File: config.mk
export PLATFORM = sky130hd
export DESIGN_NAME = stx_length_etx_deframer_flat
export DESIGN_NICKNAME = d
export VERILOG_FILES = /design/src/sv/stld_pkg.sv /design/src/sv/stld_req_if.sv /design/src/sv/stld_rsp_if.sv /design/src/sv/stld_csr.sv /design/src/sv/stld_in_reg.sv /design/src/sv/stld_core.sv /design/src/sv/stld_out_reg.sv /design/src/sv/stx_length_etx_deframer.sv /design/src/flat_wrapper.sv
export SDC_FILE = /design/constraint.sdc
export NUM_CORES = 1
export LEC_CHECK = 0
export CAP_MARGIN = 20
export CORE_ASPECT_RATIO = 0.5
export CORE_MARGIN = 1
export CORE_UTILIZATION = 56
export DETAILED_ROUTE_END_ITERATION = 8
export DONT_BUFFER_PORTS = 1
export PLACE_DENSITY_LB_ADDON = 0.25
export RECOVER_POWER = 25
export SLEW_MARGIN = 20
export SYNTH_ARGS = -nofsm -noshare
export SYNTH_HDL_FRONTEND = slang
export SYNTH_HIERARCHICAL = 1
export SYNTH_SLANG_ARGS = --single-unit
File: constraint.sdc
create_clock -name clock -period 9.3 [get_ports clock]
set_input_delay 1.395 -clock clock [delete_from_list [all_inputs] [get_ports clock]]
set_output_delay 1.395 -clock clock [all_outputs]
set_load 0.03 [all_outputs]
File: src/sv/stld_pkg.sv
// ----------------------------------------------------------------------------
// stld_pkg
// Shared types and codes for the start/length/end-code frame deframer.
// ----------------------------------------------------------------------------
package stld_pkg;

   typedef enum logic [1:0] {
      PH_HUNT,
      PH_LEN_LO,
      PH_LEN_HI,
      PH_BODY
   } phase_type;

   localparam logic [2:0] ST_ACK     = 3'd0;
   localparam logic [2:0] ST_NACK    = 3'd1;
   localparam logic [2:0] ST_INFO    = 3'd2;
   localparam logic [2:0] ST_UNKNOWN = 3'd3;
   localparam logic [2:0] ST_BAD     = 3'd4;

   localparam logic KIND_PAYLOAD = 1'b0;
   localparam logic KIND_REPORT  = 1'b1;

   localparam logic [2:0] REG_START_CODE  = 3'd0;
   localparam logic [2:0] REG_END_CODE    = 3'd1;
   localparam logic [2:0] REG_ACK_TYPE    = 3'd2;
   localparam logic [2:0] REG_NACK_TYPE   = 3'd3;
   localparam logic [2:0] REG_INFO_TYPE   = 3'd4;
   localparam logic [2:0] REG_DATA_OFFSET = 3'd5;

   localparam logic [15:0] MIN_LENGTH  = 16'd5;
   localparam logic [15:0] TYPE_OFFSET = 16'd3;
   localparam logic [15:0] ID_OFFSET   = 16'd4;
   localparam logic [3:0]  MIN_DATA_OFFSET = 4'd4;

   typedef struct packed {
      logic [7:0] start_code;
      logic [7:0] end_code;
      logic [7:0] ack_type;
      logic [7:0] nack_type;
      logic [7:0] info_type;
      logic [3:0] data_offset;
   } cfg_type;

   typedef struct packed {
      logic       out_kind;
      logic [7:0] payload_byte;
      logic [7:0] frame_type;
      logic [7:0] info_id;
      logic [2:0] frame_status;
   } rsp_type;

endpackage

File: src/sv/stld_req_if.sv
// ----------------------------------------------------------------------------
// stld_req_if
// Request channel: one received byte per request.
// ----------------------------------------------------------------------------
interface stld_req_if;
   logic       valid;
   logic       ready;
   logic [7:0] rx_byte;

   modport source (output valid, output rx_byte, input ready);
   modport sink (input valid, input rx_byte, output ready);
endinterface

File: src/sv/stld_rsp_if.sv
// ----------------------------------------------------------------------------
// stld_rsp_if
// Response channel: payload bytes and end of frame reports.
// ----------------------------------------------------------------------------
interface stld_rsp_if;
   logic       valid;
   logic       ready;
   logic       out_kind;
   logic [7:0] payload_byte;
   logic [7:0] frame_type;
   logic [7:0] info_id;
   logic [2:0] frame_status;

   modport source (output valid, output out_kind, output payload_byte,
                   output frame_type, output info_id, output frame_status,
                   input ready);
   modport sink (input valid, input out_kind, input payload_byte,
                 input frame_type, input info_id, input frame_status,
                 output ready);
endinterface

File: src/sv/stld_csr.sv
// ----------------------------------------------------------------------------
// stld_csr
// Configuration registers, write only.
// ----------------------------------------------------------------------------
module stld_csr (
   input  logic              clock,
   input  logic              reset,
   input  logic              wr_en,
   input  logic [2:0]        index,
   input  logic [7:0]        wdata,
   output stld_pkg::cfg_type cfg
);

   stld_pkg::cfg_type cfg_ff;
   stld_pkg::cfg_type cfg_in;

   always_comb begin
      cfg_in = cfg_ff;
      if (wr_en) begin
         case (index)
            stld_pkg::REG_START_CODE:  cfg_in.start_code  = wdata;
            stld_pkg::REG_END_CODE:    cfg_in.end_code    = wdata;
            stld_pkg::REG_ACK_TYPE:    cfg_in.ack_type    = wdata;
            stld_pkg::REG_NACK_TYPE:   cfg_in.nack_type   = wdata;
            stld_pkg::REG_INFO_TYPE:   cfg_in.info_type   = wdata;
            stld_pkg::REG_DATA_OFFSET: cfg_in.data_offset = wdata[3:0];
            default: ;
         endcase
      end
   end

   always_ff @(posedge clock) begin
      if (reset) begin
         cfg_ff.start_code  <= 8'd2;
         cfg_ff.end_code    <= 8'd3;
         cfg_ff.ack_type    <= 8'd1;
         cfg_ff.nack_type   <= 8'd2;
         cfg_ff.info_type   <= 8'd3;
         cfg_ff.data_offset <= 4'd5;
      end else begin
         cfg_ff <= cfg_in;
      end
   end

   assign cfg = cfg_ff;

endmodule

File: src/sv/stld_in_reg.sv
// ----------------------------------------------------------------------------
// stld_in_reg
// Input register for received bytes.
// ----------------------------------------------------------------------------
module stld_in_reg (
   input  logic        clock,
   input  logic        reset,
   stld_req_if.sink    req,
   input  logic        advance,
   output logic        in_vld,
   output logic [7:0]  in_byte
);

   logic       vld_ff;
   logic       vld_in;
   logic [7:0] byte_ff;
   logic       take;

   assign req.ready = !vld_ff || advance;
   assign take      = req.valid && req.ready;

   always_comb begin
      if (take) begin
         vld_in = 1'b1;
      end else if (advance) begin
         vld_in = 1'b0;
      end else begin
         vld_in = vld_ff;
      end
   end

   always_ff @(posedge clock) begin
      if (reset) begin
         vld_ff <= 1'b0;
      end else begin
         vld_ff <= vld_in;
      end
   end

   always_ff @(posedge clock) begin
      if (take) begin
         byte_ff <= req.rx_byte;
      end
   end

   assign in_vld  = vld_ff;
   assign in_byte = byte_ff;

endmodule

File: src/sv/stld_core.sv
// ----------------------------------------------------------------------------
// stld_core
// Frame state machine (hunt, length, body); at most one response per byte.
// ----------------------------------------------------------------------------
module stld_core (
   input  logic              clock,
   input  logic              reset,
   input  stld_pkg::cfg_type cfg,
   input  logic              step,
   input  logic [7:0]        rx_byte,
   output logic              res_vld,
   output stld_pkg::rsp_type res
);

   stld_pkg::phase_type phase_ff, phase_in;
   logic [15:0] frame_length_ff, frame_length_in;
   logic [15:0] byte_position_ff, byte_position_in;
   logic [7:0]  held_type_ff, held_type_in;
   logic [7:0]  held_id_ff, held_id_in;

   logic [3:0]  first;
   logic        final_hit;
   logic [2:0]  status;

   always_ff @(posedge clock) begin
      if (reset) begin
         phase_ff         <= stld_pkg::PH_HUNT;
         frame_length_ff  <= '0;
         byte_position_ff <= '0;
         held_type_ff     <= '0;
         held_id_ff       <= '0;
      end else if (step) begin
         phase_ff         <= phase_in;
         frame_length_ff  <= frame_length_in;
         byte_position_ff <= byte_position_in;
         held_type_ff     <= held_type_in;
         held_id_ff       <= held_id_in;
      end
   end

   assign first = (cfg.data_offset < stld_pkg::MIN_DATA_OFFSET) ?
                  stld_pkg::MIN_DATA_OFFSET : cfg.data_offset;
   assign final_hit = (byte_position_ff == (frame_length_ff - 16'd1));

   always_comb begin
      phase_in         = phase_ff;
      frame_length_in  = frame_length_ff;
      byte_position_in = byte_position_ff;
      held_type_in     = held_type_ff;
      held_id_in       = held_id_ff;
      res_vld          = 1'b0;
      status           = stld_pkg::ST_INFO;
      res.out_kind     = stld_pkg::KIND_REPORT;
      res.payload_byte = '0;

      case (phase_ff)
         stld_pkg::PH_LEN_LO: begin
            frame_length_in  = {8'd0, rx_byte};
            byte_position_in = 16'd2;
            phase_in         = stld_pkg::PH_LEN_HI;
         end
         stld_pkg::PH_LEN_HI: begin
            frame_length_in  = {rx_byte, frame_length_ff[7:0]};
            byte_position_in = stld_pkg::TYPE_OFFSET;
            if (frame_length_in < stld_pkg::MIN_LENGTH) begin
               phase_in = stld_pkg::PH_HUNT;
               res_vld  = 1'b1;
               status   = stld_pkg::ST_BAD;
            end else begin
               phase_in = stld_pkg::PH_BODY;
            end
         end
         stld_pkg::PH_BODY: begin
            if (byte_position_ff == stld_pkg::TYPE_OFFSET) begin
               held_type_in = rx_byte;
            end
            if (byte_position_ff == stld_pkg::ID_OFFSET) begin
               held_id_in = rx_byte;
            end
            if (final_hit) begin
               phase_in = stld_pkg::PH_HUNT;
               res_vld  = 1'b1;
               if (rx_byte != cfg.end_code) begin
                  status = stld_pkg::ST_BAD;
               end else if (held_type_in == cfg.ack_type) begin
                  status = stld_pkg::ST_ACK;
               end else if (held_type_in == cfg.nack_type) begin
                  status = stld_pkg::ST_NACK;
               end else if (held_type_in == cfg.info_type) begin
                  status = stld_pkg::ST_INFO;
               end else begin
                  status = stld_pkg::ST_UNKNOWN;
               end
            end else begin
               byte_position_in = byte_position_ff + 16'd1;
               if (held_type_in == cfg.info_type &&
                   byte_position_ff >= {12'd0, first}) begin
                  res_vld          = 1'b1;
                  res.out_kind     = stld_pkg::KIND_PAYLOAD;
                  res.payload_byte = rx_byte;
               end
            end
         end
         default: begin
            if (rx_byte == cfg.start_code) begin
               phase_in         = stld_pkg::PH_LEN_LO;
               byte_position_in = 16'd1;
               frame_length_in  = '0;
               held_type_in     = '0;
               held_id_in       = '0;
            end else begin
               phase_in = stld_pkg::PH_HUNT;
            end
         end
      endcase

      res.frame_type   = held_type_in;
      res.info_id      = (held_type_in == cfg.info_type) ? held_id_in : 8'd0;
      res.frame_status = status;
   end

endmodule

File: src/sv/stld_out_reg.sv
// ----------------------------------------------------------------------------
// stld_out_reg
// Response register driving the response channel.
// ----------------------------------------------------------------------------
module stld_out_reg (
   input  logic              clock,
   input  logic              reset,
   input  logic              load,
   input  stld_pkg::rsp_type res,
   output logic              out_vld,
   stld_rsp_if.source        rsp
);

   logic              vld_ff;
   logic              vld_in;
   stld_pkg::rsp_type rsp_ff;

   assign vld_in = load || (vld_ff && !rsp.ready);

   always_ff @(posedge clock) begin
      if (reset) begin
         vld_ff <= 1'b0;
      end else begin
         vld_ff <= vld_in;
      end
   end

   always_ff @(posedge clock) begin
      if (load) begin
         rsp_ff <= res;
      end
   end

   assign out_vld          = vld_ff;
   assign rsp.valid        = vld_ff;
   assign rsp.out_kind     = rsp_ff.out_kind;
   assign rsp.payload_byte = rsp_ff.payload_byte;
   assign rsp.frame_type   = rsp_ff.frame_type;
   assign rsp.info_id      = rsp_ff.info_id;
   assign rsp.frame_status = rsp_ff.frame_status;

endmodule

File: src/sv/stx_length_etx_deframer.sv
// ----------------------------------------------------------------------------
// stx_length_etx_deframer
// Parses start code / length / type / id / payload / end code frames from a
// byte stream, passing payload bytes and one status report per frame.
//
//   channel  | direction | carries
//   req_chan | in        | rx_byte
//   rsp_chan | out       | out_kind, payload_byte, frame_type, info_id,
//            |           | frame_status
//   csr_*    | in        | register writes, index 0..5
//
// One request per cycle unless a held response stalls the input; each byte is
// registered in the input register, and its response, built by the frame state
// update as the byte advances, is registered in the output register.
// Synchronous active-high reset clears control state and loads register
// defaults. A held response that is not taken stalls the byte in the input
// register, and with it new requests, whether or not that byte has a response.
// ----------------------------------------------------------------------------
module stx_length_etx_deframer (
   input  logic       clock,
   input  logic       reset,
   stld_req_if.sink   req_chan,
   stld_rsp_if.source rsp_chan,
   input  logic       csr_wr_en,
   input  logic [2:0] csr_index,
   input  logic [7:0] csr_wdata
);

   stld_pkg::cfg_type cfg;
   stld_pkg::rsp_type res;
   logic              in_vld;
   logic [7:0]        in_byte;
   logic              out_vld;
   logic              advance;
   logic              res_vld;

   assign advance = in_vld && (!out_vld || rsp_chan.ready);

   stld_csr u_csr (
      .clock (clock),
      .reset (reset),
      .wr_en (csr_wr_en),
      .index (csr_index),
      .wdata (csr_wdata),
      .cfg   (cfg)
   );

   stld_in_reg u_in_reg (
      .clock   (clock),
      .reset   (reset),
      .req     (req_chan),
      .advance (advance),
      .in_vld  (in_vld),
      .in_byte (in_byte)
   );

   stld_core u_core (
      .clock   (clock),
      .reset   (reset),
      .cfg     (cfg),
      .step    (advance),
      .rx_byte (in_byte),
      .res_vld (res_vld),
      .res     (res)
   );

   stld_out_reg u_out_reg (
      .clock   (clock),
      .reset   (reset),
      .load    (advance && res_vld),
      .res     (res),
      .out_vld (out_vld),
      .rsp     (rsp_chan)
   );

`ifndef ASSERT_OFF
   a_payload_is_info: assert property (@(posedge clock) disable iff (reset)
      rsp_chan.valid && rsp_chan.out_kind == stld_pkg::KIND_PAYLOAD |->
         rsp_chan.frame_status == stld_pkg::ST_INFO)
      else $error("payload response without info status");

   a_report_no_payload: assert property (@(posedge clock) disable iff (reset)
      rsp_chan.valid && rsp_chan.out_kind == stld_pkg::KIND_REPORT |->
         rsp_chan.payload_byte == 8'd0)
      else $error("report carries a payload byte");

   a_status_range: assert property (@(posedge clock) disable iff (reset)
      rsp_chan.valid |-> rsp_chan.frame_status <= stld_pkg::ST_BAD)
      else $error("status code out of range");

   a_no_drop: assert property (@(posedge clock) disable iff (reset)
      advance && res_vld |=> out_vld)
      else $error("response lost");
`endif

endmodule

File: src/flat_wrapper.sv
// flat-port wrapper written by rule: the top's interface ports become plain ports
module stx_length_etx_deframer_flat 
  (clock, reset, csr_wr_en, csr_index, csr_wdata, req_chan_valid, req_chan_rx_byte, req_chan_ready, rsp_chan_valid, rsp_chan_out_kind, rsp_chan_payload_byte, rsp_chan_frame_type, rsp_chan_info_id, rsp_chan_frame_status, rsp_chan_ready);
  stld_req_if req_chan_i ();
  stld_rsp_if rsp_chan_i ();
  input  logic clock;
  input  logic reset;
  input  logic csr_wr_en;
  input  logic [2:0] csr_index;
  input  logic [7:0] csr_wdata;
  input wire logic [$bits(req_chan_i.valid)-1:0] req_chan_valid;
  input wire logic [$bits(req_chan_i.rx_byte)-1:0] req_chan_rx_byte;
  output wire logic [$bits(req_chan_i.ready)-1:0] req_chan_ready;
  output wire logic [$bits(rsp_chan_i.valid)-1:0] rsp_chan_valid;
  output wire logic [$bits(rsp_chan_i.out_kind)-1:0] rsp_chan_out_kind;
  output wire logic [$bits(rsp_chan_i.payload_byte)-1:0] rsp_chan_payload_byte;
  output wire logic [$bits(rsp_chan_i.frame_type)-1:0] rsp_chan_frame_type;
  output wire logic [$bits(rsp_chan_i.info_id)-1:0] rsp_chan_info_id;
  output wire logic [$bits(rsp_chan_i.frame_status)-1:0] rsp_chan_frame_status;
  input wire logic [$bits(rsp_chan_i.ready)-1:0] rsp_chan_ready;
  assign req_chan_i.valid = req_chan_valid;
  assign req_chan_i.rx_byte = req_chan_rx_byte;
  assign req_chan_ready = req_chan_i.ready;
  assign rsp_chan_valid = rsp_chan_i.valid;
  assign rsp_chan_out_kind = rsp_chan_i.out_kind;
  assign rsp_chan_payload_byte = rsp_chan_i.payload_byte;
  assign rsp_chan_frame_type = rsp_chan_i.frame_type;
  assign rsp_chan_info_id = rsp_chan_i.info_id;
  assign rsp_chan_frame_status = rsp_chan_i.frame_status;
  assign rsp_chan_i.ready = rsp_chan_ready;
  stx_length_etx_deframer u_core (.clock(clock), .reset(reset), .req_chan(req_chan_i), .rsp_chan(rsp_chan_i), .csr_wr_en(csr_wr_en), .csr_index(csr_index), .csr_wdata(csr_wdata));
endmodule
Word-level counts from Yosys, hierarchy flattened --
Cells that the tools add are included.
Cells by class: $lt $le $gt $ge 3, add/sub/neg operators 2, reductions and logical operators 29, bitwise logic cells 3, equal/unequal tests 19, multiplexer cells 31
Operator list (number):
- 16-bit case mux with 3 select lines | 2
- 16-bit two-way mux | 3
- 8-bit == test | 5
- 8-bit two-way mux | 5
- 8-bit case mux with 2 select lines | 2
- 16-bit by 1-bit adder with 16-bit output (second input constant) | 1
- 16-bit == test | 1
- 16-bit by 2-bit == test with 1-bit output (second input constant) | 1
- 16-bit by 3-bit == test with 1-bit output (second input constant) | 1
- 16-bit by 4-bit >= comparator with 1-bit output | 1
- 16-bit by 3-bit less-than comparator with 1-bit output (second input constant) | 1
- 16-bit by 1-bit subtractor with 16-bit output (second input constant) | 1
- 2-bit AND reduction | 7
- 3-bit two-way mux | 3
- 9-bit two-way mux | 1
- 2-bit two-way mux | 4
- 8-bit != test | 1
- 1-bit two-way mux | 7
- 3-bit by 2-bit == test with 1-bit output (second input constant) | 2
- 3-bit == test (second input constant) | 2
- 2-bit case mux with 3 select lines | 1
- 3-bit case mux with 2 select lines | 1
- 3-bit AND reduction | 2
- 1-bit logical AND | 5
- 17 further kinds | 27
Storage, ports and cells: logic and storage cells 107, register bits after elaboration 132, output and inout port bits 30

Logic depth before layout (Yosys ltp) --
Gate-level depths: netlist of the first run.
depth after elaboration 10, gate-level depth with buffers 13

Hierarchy --
The synthesis of the first run kept the hierarchy.
By module, submodules not included:
- stld_core | seq. area each 1001.0 sq um, cells each 621, instances 1, area an instance 4709.5 sq um
- stld_csr | seq. area each 880.8 sq um, cells each 160, instances 1, area an instance 1749.2 sq um
- stld_out_reg | seq. area each 860.8 sq um, cells each 33, instances 1, area an instance 887.1 sq um
- stld_in_reg | seq. area each 260.2 sq um, cells each 13, instances 1, area an instance 295.3 sq um
- stx_length_etx_deframer | seq. area each 0.0 sq um, cells each 3, instances 1, area an instance 18.8 sq um

Least setup slack after synthesis of the first run --
Ideal clock, no wire load.
kind reg-to-reg, from register u_core.u_core.byte_position_ff[12], to register u_core.u_out_reg.rsp_ff, in the netlist u_core/u_out_reg/rsp.frame_status[0] (enable), setup slack 5721 ps, setup time 388 ps, required time 8912 ps, cell stages (with the launch flop) 12, data arrival time 3191 ps, clock period less this slack 3579 ps, path through dfxtp_1 clkbuf_1 nor4_2 nand4_2 buf_2 nor4_1 a31oi_1 a2111oi_1 o311a_1 a21oi_1 nand2_1 and3_1
On the way: cells in the longest elaborated chain, start to end 9
RTL lines:
- from (decl) | line stld_core.sv:17 | logic [15:0] byte_position_ff, byte_position_in;
- from (signal assigned) | line stld_core.sv:35 | byte_position_ff <= byte_position_in;
- 16-bit by 2-bit == test with 1-bit output | line stld_core.sv:74 | if (byte_position_ff == stld_pkg::TYPE_OFFSET) begin
- 8-bit two-way mux | line stld_core.sv:74
- 8-bit two-way mux | line stld_core.sv:56 | case (phase_ff)
- 8-bit == test | line stld_core.sv:96 | if (held_type_in == cfg.info_type &&
- 1-bit logical AND | line stld_core.sv:96
- 1-bit two-way mux | line stld_core.sv:96
- 1-bit two-way mux * | line stld_core.sv:80 | if (final_hit) begin
- 1-bit case mux with 2 select lines * | line stld_core.sv:56
- net u_core.res_vld | line stx_length_etx_deframer.sv:35 | logic res_vld;
- 1-bit logical AND * | line stx_length_etx_deframer.sv:70 | .load (advance && res_vld),
- to (signal assigned) | line stld_out_reg.sv:30 | rsp_ff <= res;
- to (decl) | line stld_out_reg.sv:16 | stld_pkg::rsp_type rsp_ff;
Mark *: on every way through the listed nets, which the timed path passes. The rest lies on a longest branch. The select of a mux whose other input is x is not followed. A chain may end at the register's enable or synchronous reset.

Worst setup path after layout of the first run --
from register u_core.u_core.byte_position_ff[1], to register u_core.u_out_reg.rsp_ff, in the netlist u_core/u_out_reg/rsp.info_id[2] (enable)
The elaborated chain is that of the path after synthesis.

==> results by group, run 1 <==
Run status
  • Outcome: finished, final reports clean

CTS
  • Clock sink count: approximately 130
  • CTS tree: built
  • TritonCTS Buffers: 17
  • CTS Root Cell: clkbuf_16
  • Clock Path Buffers: 2
  • Worst-skew pair later-pin latency: 420 ps
  • H-tree depth: 4
  • Post-cts gate resize count: 0
  • Clock transition at path regs: ~60 ps
  • Post-CTS setup buffers: 0
  • Hold buffers post-CTS: 0

STA
  • Final WS setup: approximately 5200 ps
  • RSZ-0062 raised after global routing: no
  • Fin. max-slew vios: 0
  • Clock skew: around 9.4 ps
  • Worst slew margin: between 30% and 40%
  • Slew at the pin with the worst max-slew slack: 1030 ps
  • Post-layout minimum cycle time: just over 4000 ps
  • Fin. Hold Viols: 0
  • F_max: between 0.2 and 0.25 GHz
  • Fin crit share: 43.7%
  • WHS: 484 ps
  • Final TNS setup: 0 ps
  • # setup viols final: 0

Hold path
  • Hold Crit Depth: 2
  • Hold path startpoint: u_core/u_core/frame_length_ff[15]
  • HP Class: reg -> reg
  • Hold EP: u_core/u_core/frame_length_ff[15]

Synth
  • Largest cells by area after synthesis: dfxtp_1 25%, edfxtp_1 14%, mux2i_1 7.8%
  • Main synth FF type: dfxtp_1
  • Post-synthesis area per instance: roughly 9.2 µm²
  • Synthesized area: ~7700 µm²
  • Post-synth top area cell: dfxtp_1
  • Post-synthesis simple-gate area fraction: around 24%
  • YS warnings: 6
  • Most frequent cell after synthesis: dfxtp_1
  • Synth top cells by count: 96 x dfxtp_1, 68 x nor2_1, 60 x mux2i_1
  • Syn nets: a little under 900
  • Compound-Gate Fraction of Synth Area: 14.4%
  • Xor/xnor cell area share of the yosys netlist: 6.86%
  • Post-synth EDFFs: 36
  • Post-synth ARST share: 0%
  • Count of state elements after synthesis: approximately 130
  • Post-Synth Adder-Cell Area: about 1.8%
  • Largest family of logic cells by synthesized area: simple AND/OR/NAND/NOR gates
  • Mux share of post-synthesis cell area: 8.43%
  • Synthesized instance count: 830
  • Netlist cell types: 85
  • Yosys top cell area share: between 20% and 30%
  • Post-synthesis sequential area ratio: between 30% and 40%

Critical path
  • Worst path cell trace: ha_1 > nor3b_1 > nand4_2 > mux2i_1 > xnor2_1 > a2111oi_1 > o311a_1 > a21oi_1 > nand2_1 > and3_1 > buf_4
  • Worst Path Required: between 9000 and 10000 ps
  • Worst Setup Start Kind: flip-flop
  • Critical path's slowest cell: a2111oi_1
  • Flop-to-flop setup slack: 5240 ps
  • Arrival time at the worst endpoint: between 4000 and 5000 ps
  • Worst reg2reg endpoint: u_core/u_out_reg/rsp.info_id[2]
  • Critical path type: reg -> reg
  • Crit. End Element: flip-flop
  • FF-to-FF path depth: 11
  • CP Max Fanout: 25
  • Worst reg2reg path startpoint: u_core/u_core/byte_position_ff[1]
  • CP peak stage delay: 540 ps

Placed design
  • Final Wtd Congestion: between 0.9 and 1
  • Worst slack, placed: 5160 ps
  • DPL Wire Length: 13.4 mm
  • Port buffer count: 0

Finish
  • Diodes inserted: 0
  • Final Net Count: ~830
  • Final core occ: approximately 63%
  • Number of fill cells in the layout: 1084
  • Layout area overhead: 7.64%
  • Share of layout cells above drive strength 1: under 10%

GRT
  • Total GRT Usage: between 20 and 30%
  • Met1 GRT Util: ~40%
  • Vias in the first global route: approximately 5700
  • Most used routing layer: met2
  • Grt ovf: 0
  • Largest net degree at the start of global routing: between 100 and 150
  • First-pass GRT wire length: roughly 31 mm
  • Met2 Use GR: between 40% and 50%
  • GR Layer Usage met3: about 5.8%
  • Initial antenna violation count: 0

Floorplanning
  • Core area: ~13000 µm²
  • Die Span X: between 150 and 200 µm
  • FP Rows: 29
  • Top Ports: 54
  • Die Span Y: roughly 85 µm
  • Full die area: between 10000 and 15000 µm²
  • Starting Density: between 50% and 60%

Route
  • Initial drt markers: between 800 and 900
  • Drt first pass iters: 5
  • Vias per inst: approximately 6.4
  • Post-route antenna net violation count: 0
  • DR WL/cell: approximately 20 µm
  • Final WL: ~20 mm
  • Via Count: ~6300
  • # DRC: 0

Flow run
  • Max-cap viol count: 0

Power
  • LEAKAGE: 3.22 nW
  • P per Cell Area: 165 nW/µm²
  • Worst vdd ir: 0.126 mV
-- where the power goes --
group	switching, mW	total [mW]	internal (mW)
combinational	0.0431	0.0721	0.0290
clock	0.261	0.680	0.419
sequential	0.0164	0.613	0.596
-- registers in the layout, indices dropped and copies added (netlist names) --
register / count
u_core/u_core/byte_position_ff: 16
u_core/u_out_reg/rsp.payload_byte: 8
u_core/u_core/phase_ff: 2
u_core/u_in_reg/in_vld: 1
u_core/u_core/held_id_ff: 8
u_core/u_out_reg/rsp.info_id: 8
u_core/u_out_reg/rsp.frame_type: 8
u_core/u_core/frame_length_ff: 16
u_core/u_out_reg/rsp.frame_status: 3
u_core/u_csr/cfg: 44
u_core/u_out_reg/rsp.out_kind: 1
u_core/u_core/held_type_ff: 8
u_core/u_in_reg/in_byte: 8
u_core/u_out_reg/out_vld: 1
-- worst max-delay path by stage --
| stage | startpoint | end | slack, ps | cells past startpoint |
|---|---|---|---|---|
| finish | u_core/u_core/byte_position_ff[1] | u_core/u_out_reg/rsp.info_id[2] | 5240 | 11 |
| global placement | rsp_chan_ready | req_chan_ready | 5200 | 3 |
| global route | u_core/u_core/byte_position_ff[1] | u_core/u_out_reg/rsp.info_id[2] | 4940 | 11 |
| CTS | rsp_chan_ready | req_chan_ready | 5140 | 3 |
| floorplan | u_core/u_core/byte_position_ff[12] | u_core/u_out_reg/rsp.frame_status[0] | 5720 | 11 |
| detailed placement | rsp_chan_ready | req_chan_ready | 5160 | 3 |
-- final cells by class --
class                   instances  area [µm²]  share of cell area (%)
multi-input cells             606        4280                    51.9
flip-flops and latches        132        3000                    36.4
clock buffers                  21         472                    5.72
well taps                     170         213                    2.58
clock inverters                11         124                    1.50
inverters                      29         109                    1.32
repair buffers                  7        48.8                   0.592
-- metrics by stage --
stage	instances	total power, mW	instance area [µm²]
6_report	976	1.36	8250
5_1_grt	976	1.40	8250
4_1_cts	976	1.37	8250
3_5_place_dp	944	0.695	7660
3_3_place_gp	944	0.693	7660
2_1_floorplan	830	0.678	7660
-- layout by cell type, fill, tap and decap left out, types with 4 or more instances in the layout --
| cell | netlist | layout |
|---|---|---|
| clkbuf_16 | 0 | 18 |
| nor4_2 | 5 | 5 |
| nor4_1 | 10 | 10 |
| and3_1 | 16 | 16 |
| inv_1 | 29 | 29 |
| nand3b_1 | 5 | 5 |
| edfxtp_1 | 36 | 36 |
| o211ai_1 | 4 | 4 |
| a21oi_1 | 39 | 39 |
| mux2i_1 | 60 | 60 |
| xnor2_1 | 34 | 34 |
| and2_1 | 8 | 7 |
| a22oi_1 | 31 | 31 |
| xor2_1 | 26 | 26 |
| a31oi_1 | 7 | 7 |
| o2bb2ai_1 | 8 | 8 |
| nand3_1 | 14 | 14 |
| nor2_1 | 68 | 68 |
| nor2b_1 | 12 | 12 |
| and4_1 | 4 | 4 |
| ha_1 | 11 | 11 |
| buf_4 | 1 | 6 |
| a222oi_1 | 4 | 4 |
| a221oi_1 | 6 | 6 |
| nand2_1 | 42 | 42 |
| nand4_1 | 26 | 26 |
| dfxtp_1 | 96 | 96 |
| nand2b_1 | 52 | 52 |
| o21ai_0 | 13 | 13 |
| or4_1 | 4 | 4 |
| nor3_1 | 22 | 22 |
-- kinds of logic (layout without fill, tap and decap cells) --
kind of cell / after synthesis / count (layout)
xor+xnor: 60 / 60
compound gates: 153 / 153
mux: 63 / 63
fa+ha+maj: 11 / 11
simple gates: 319 / 319
buf+inv: 92 / 68
flops: 132 / 132
-- per-layer routing --
metal	wire (µm)	share of wire, %	up-vias
met4	319	1.6	0
met3	1600	8.0	33
li1	-	-	2956
met5	0	0	-
met1	8920	45	3013
met2	9090	46	283
-- worst max-delay path, delay by kind of cell, from the launching register on --
| kind | cells | cell delay [ps] |
|---|---|---|
| buffers and inverters | 1 | 360 |
| multiplexers | 1 | 370 |
| AND/OR/NAND/NOR | 4 | 1160 |
| AO/OA/AOI/OAI | 3 | 1090 |
| XOR/XNOR | 1 | 90 |
| adder cells (fa/ha/maj) | 1 | 250 |
| flip-flops | 1 | 410 |
(Power assumes the default switching activity.)
==> inputs of run 2 (changes only) <==
--- a/config.mk
+++ b/config.mk
@@ -5,6 +5,7 @@
 export SDC_FILE = /design/constraint.sdc
 export NUM_CORES = 1
 export LEC_CHECK = 0
+export ABC_AREA = 1
 export CAP_MARGIN = 20
 export CORE_ASPECT_RATIO = 0.5
 export CORE_MARGIN = 1
==> constraint.sdc (replaced) <==
create_clock -name clock -period 4 [get_ports clock]
set_input_delay 0.6 -clock clock [delete_from_list [all_inputs] [get_ports clock]]
set_output_delay 0.6 -clock clock [all_outputs]
set_load 0.03 [all_outputs]
==> run 2 against run 1 <==
Die area increased by 3.7%. Combinational power increased to 3.6 times the previous value. Hold slack got worse by 250 ps. Critical endpoint is now u_core/u_out_reg/rsp.info_id[7]. Largest power group unchanged.
==> results by group, run 2 <==
Critical path
  • Worst Path Required: roughly 4100 ps
  • Crit. End Element: flip-flop
  • Flop-to-flop setup slack: a little over 700 ps
  • Worst Setup Start Kind: flip-flop
  • CP Max Fanout: 20
  • Worst reg2reg path startpoint: u_core/u_core/byte_position_ff[1]
  • FF-to-FF path depth: 14
  • Critical path type: reg -> reg
  • Arrival time at the worst endpoint: between 3000 and 4000 ps
  • Worst reg2reg endpoint: u_core/u_out_reg/rsp.info_id[7]
  • Crit path to: u_core/u_out_reg/rsp.info_id[7]
  • Origin of the worst setup path: u_core/u_core/byte_position_ff[1]

CTS
  • Worst-skew pair later-pin latency: 420 ps
  • Clock sink count: approximately 130
  • CTS tree: built
  • Clock transition at path regs: roughly 60 ps
  • Post-CTS setup buffers: 0
  • H-tree depth: 4
  • Hold buffers post-CTS: 0
  • Clock Path Buffers: 2
  • CTS Root Cell: clkbuf_16
  • TritonCTS Buffers: 17
  • Post-cts gate resize count: 0

Floorplanning
  • FP Rows: 30
  • Core area: 13700 µm²
  • Full die area: between 10000 and 15000 µm²
  • Die Span X: 170 µm
  • Starting Density: approximately three fifths
  • Top Ports: 54
  • Die Span Y: ~86 µm

Synth
  • Post-synthesis area per instance: approximately 7 µm²
  • YS warnings: 6
  • Post-synthesis sequential area ratio: a little under two fifths
  • Synthesized area: around 7900 µm²
  • Syn nets: 1172
  • Most frequent cell after synthesis: nand2_1
  • Yosys top cell area share: between 20% and 30%
  • Post-synth ARST share: 0%
  • Count of state elements after synthesis: ~130
  • Synth top cells by count: 279 x nand2_1, 171 x nor2_1, 118 x nand3_1
  • Main synth FF type: dfxtp_1
  • Largest cells by area after synthesis: dfxtp_1 24%, edfxtp_1 14%, nand2_1 13%
  • Synthesized instance count: around 1100
  • Post-synth EDFFs: 36
  • Netlist cell types: between 40 and 50
  • Post-synth top area cell: dfxtp_1

GRT
  • Largest net degree at the start of global routing: 39
  • Vias in the first global route: 6748
  • Total GRT Usage: 29.0%
  • Initial antenna violation count: 0
  • First-pass GRT wire length: between 30 and 40 mm
  • Grt ovf: 0

Placed design
  • Worst slack, placed: 752 ps
  • Port buffer count: 0
  • Final Wtd Congestion: between 0.8 and 0.9
  • Area after DPL: 7980 µm²
  • DPL Wire Length: 14.6 mm

STA
  • Final TNS setup: 0 ps
  • RSZ-0062 raised after global routing: no
  • Fin. Hold Viols: 0
  • Final WS setup: 714 ps
  • Fin. max-slew vios: 0
  • Clock skew: ~11 ps
  • Worst slew margin: between 10% and 20%
  • Post-layout minimum cycle time: between 3000 and 4000 ps
  • WHS: between 200 and 250 ps
  • F_max: slightly above 0.3 GHz
  • Fin crit share: slightly above 80%
  • # setup viols final: 0
  • Slew at the pin with the worst max-slew slack: about 1300 ps

Finish
  • Commonest non-fill, non-tap cell in the layout: nand2_1
  • Largest register FFs: 44
  • Layout area overhead: 7.95%
  • Final Net Count: between 1000 and 1500
  • Final core occ: a little over three fifths
  • Fin area: around 8600 µm²
  • Most frequent cells in the layout: 279 x nand2_1, 171 x nor2_1, 118 x nand3_1
  • Share of layout cells above drive strength 1: between 10% and 20%
  • Number of fill cells in the layout: ~1300
  • Diodes inserted: 0

Hold path
  • Hold path startpoint: reset
  • HP Class: in -> reg

Power
  • P per Cell Area: a little under 400 nW/µm²
  • Worst vdd ir: 0.259 mV
  • LEAKAGE: about 3.7 nW

Route
  • Initial drt markers: ~600
  • DR WL/cell: between 15 and 20 µm
  • Post-route antenna net violation count: 0
  • Vias per inst: about 5.5
  • Final WL: just over 20 mm
  • Via Count: roughly 7300
  • # DRC: 0
  • Drt first pass iters: 5

Run status
  • Outcome: finished, final reports clean

Flow run
  • Max-cap viol count: 0
run 2: cell count changes in the layout (fill, tap and decap cells not counted), moves of 18 or more:
| cell | delta |
|---|---|
| a22oi_1 | -31 |
| inv_1 | +79 |
| mux2i_1 | -60 |
| nand2_1 | +237 |
| nand2_2 | +22 |
| nand2b_1 | -52 |
| nand3_1 | +104 |
| nand4_1 | -19 |
| nor2_1 | +103 |
| nor2_2 | +18 |
| nor3_1 | -18 |
| o21ai_0 | +23 |
| xnor2_1 | -19 |
run 2: worst min path at each step:
stage | endpoint | slack, ps | cells after the start
after detailed placement | u_core/u_csr/cfg[0] | 460 | 2
after global routing | u_core/u_out_reg/out_vld | 220 | 1
after CTS | u_core/u_out_reg/out_vld | 230 | 1
final | u_core/u_out_reg/out_vld | 230 | 1
after floorplan | u_core/u_csr/cfg[0] | 430 | 2
after global placement | u_core/u_csr/cfg[0] | 460 | 2
run 2: logic make-up after synthesis:
logic type                 share of synthesized area, %
AOI/OAI and AO/OA                                  8.69
xor gates and xnor gates                           4.50
adders and majority gates                          1.73
buffers and inverters                              9.19
DFF                                                37.8
and+or+nand+nor                                    38.1
run 2: through the flow:
| stage | total power, mW | std cells |
|---|---|---|
| 5_1_grt | 3.47 | 1319 |
| 3_5_place_dp | 1.73 | 1287 |
| 3_3_place_gp | 1.72 | 1286 |
| 6_report | 3.35 | 1319 |
| 2_1_floorplan | 1.67 | 1137 |
| 4_1_cts | 3.36 | 1319 |
run 2: metal layers:
metal	GRT usage, %	part of all wire, %	up-vias
li1	-	-	3597
met1	37.3	45	3421
met2	48.0	45	236
met3	6.26	6.6	42
met4	11.9	2.7	0
met5	0	0	-
run 2: layout make-up:
class	instances	area (µm²)	area share [%]
Tap cell	192	240	2.80
Inverter	117	439	5.12
Clock buffer	28	582	6.78
Multi-Input combinational cell	838	4220	49.1
Sequential cell	132	3000	35.0
Timing Repair Buffer	8	52.6	0.612
Clock inverter	4	48.8	0.569
run 2: critical path, cell delays in order (launching register included):
cell and delay, ps:
dfxtp_1 440, ha_1 280, nand2_2 110, nor2_8 240, nand2_4 130, nand2_1 160, nand2_2 90, xor2_1 150
o21ai_1 130, nor2_4 170, nand3_1 100, nand3_1 90, inv_1 60, nor2_2 410, buf_4 390
run 2: power by group:
part / internal [mW] / switching, mW / total, mW
logic: 0.0860 / 0.175 / 0.261
registers: 1.41 / 0.0404 / 1.45
clock network: 1.06 / 0.590 / 1.65
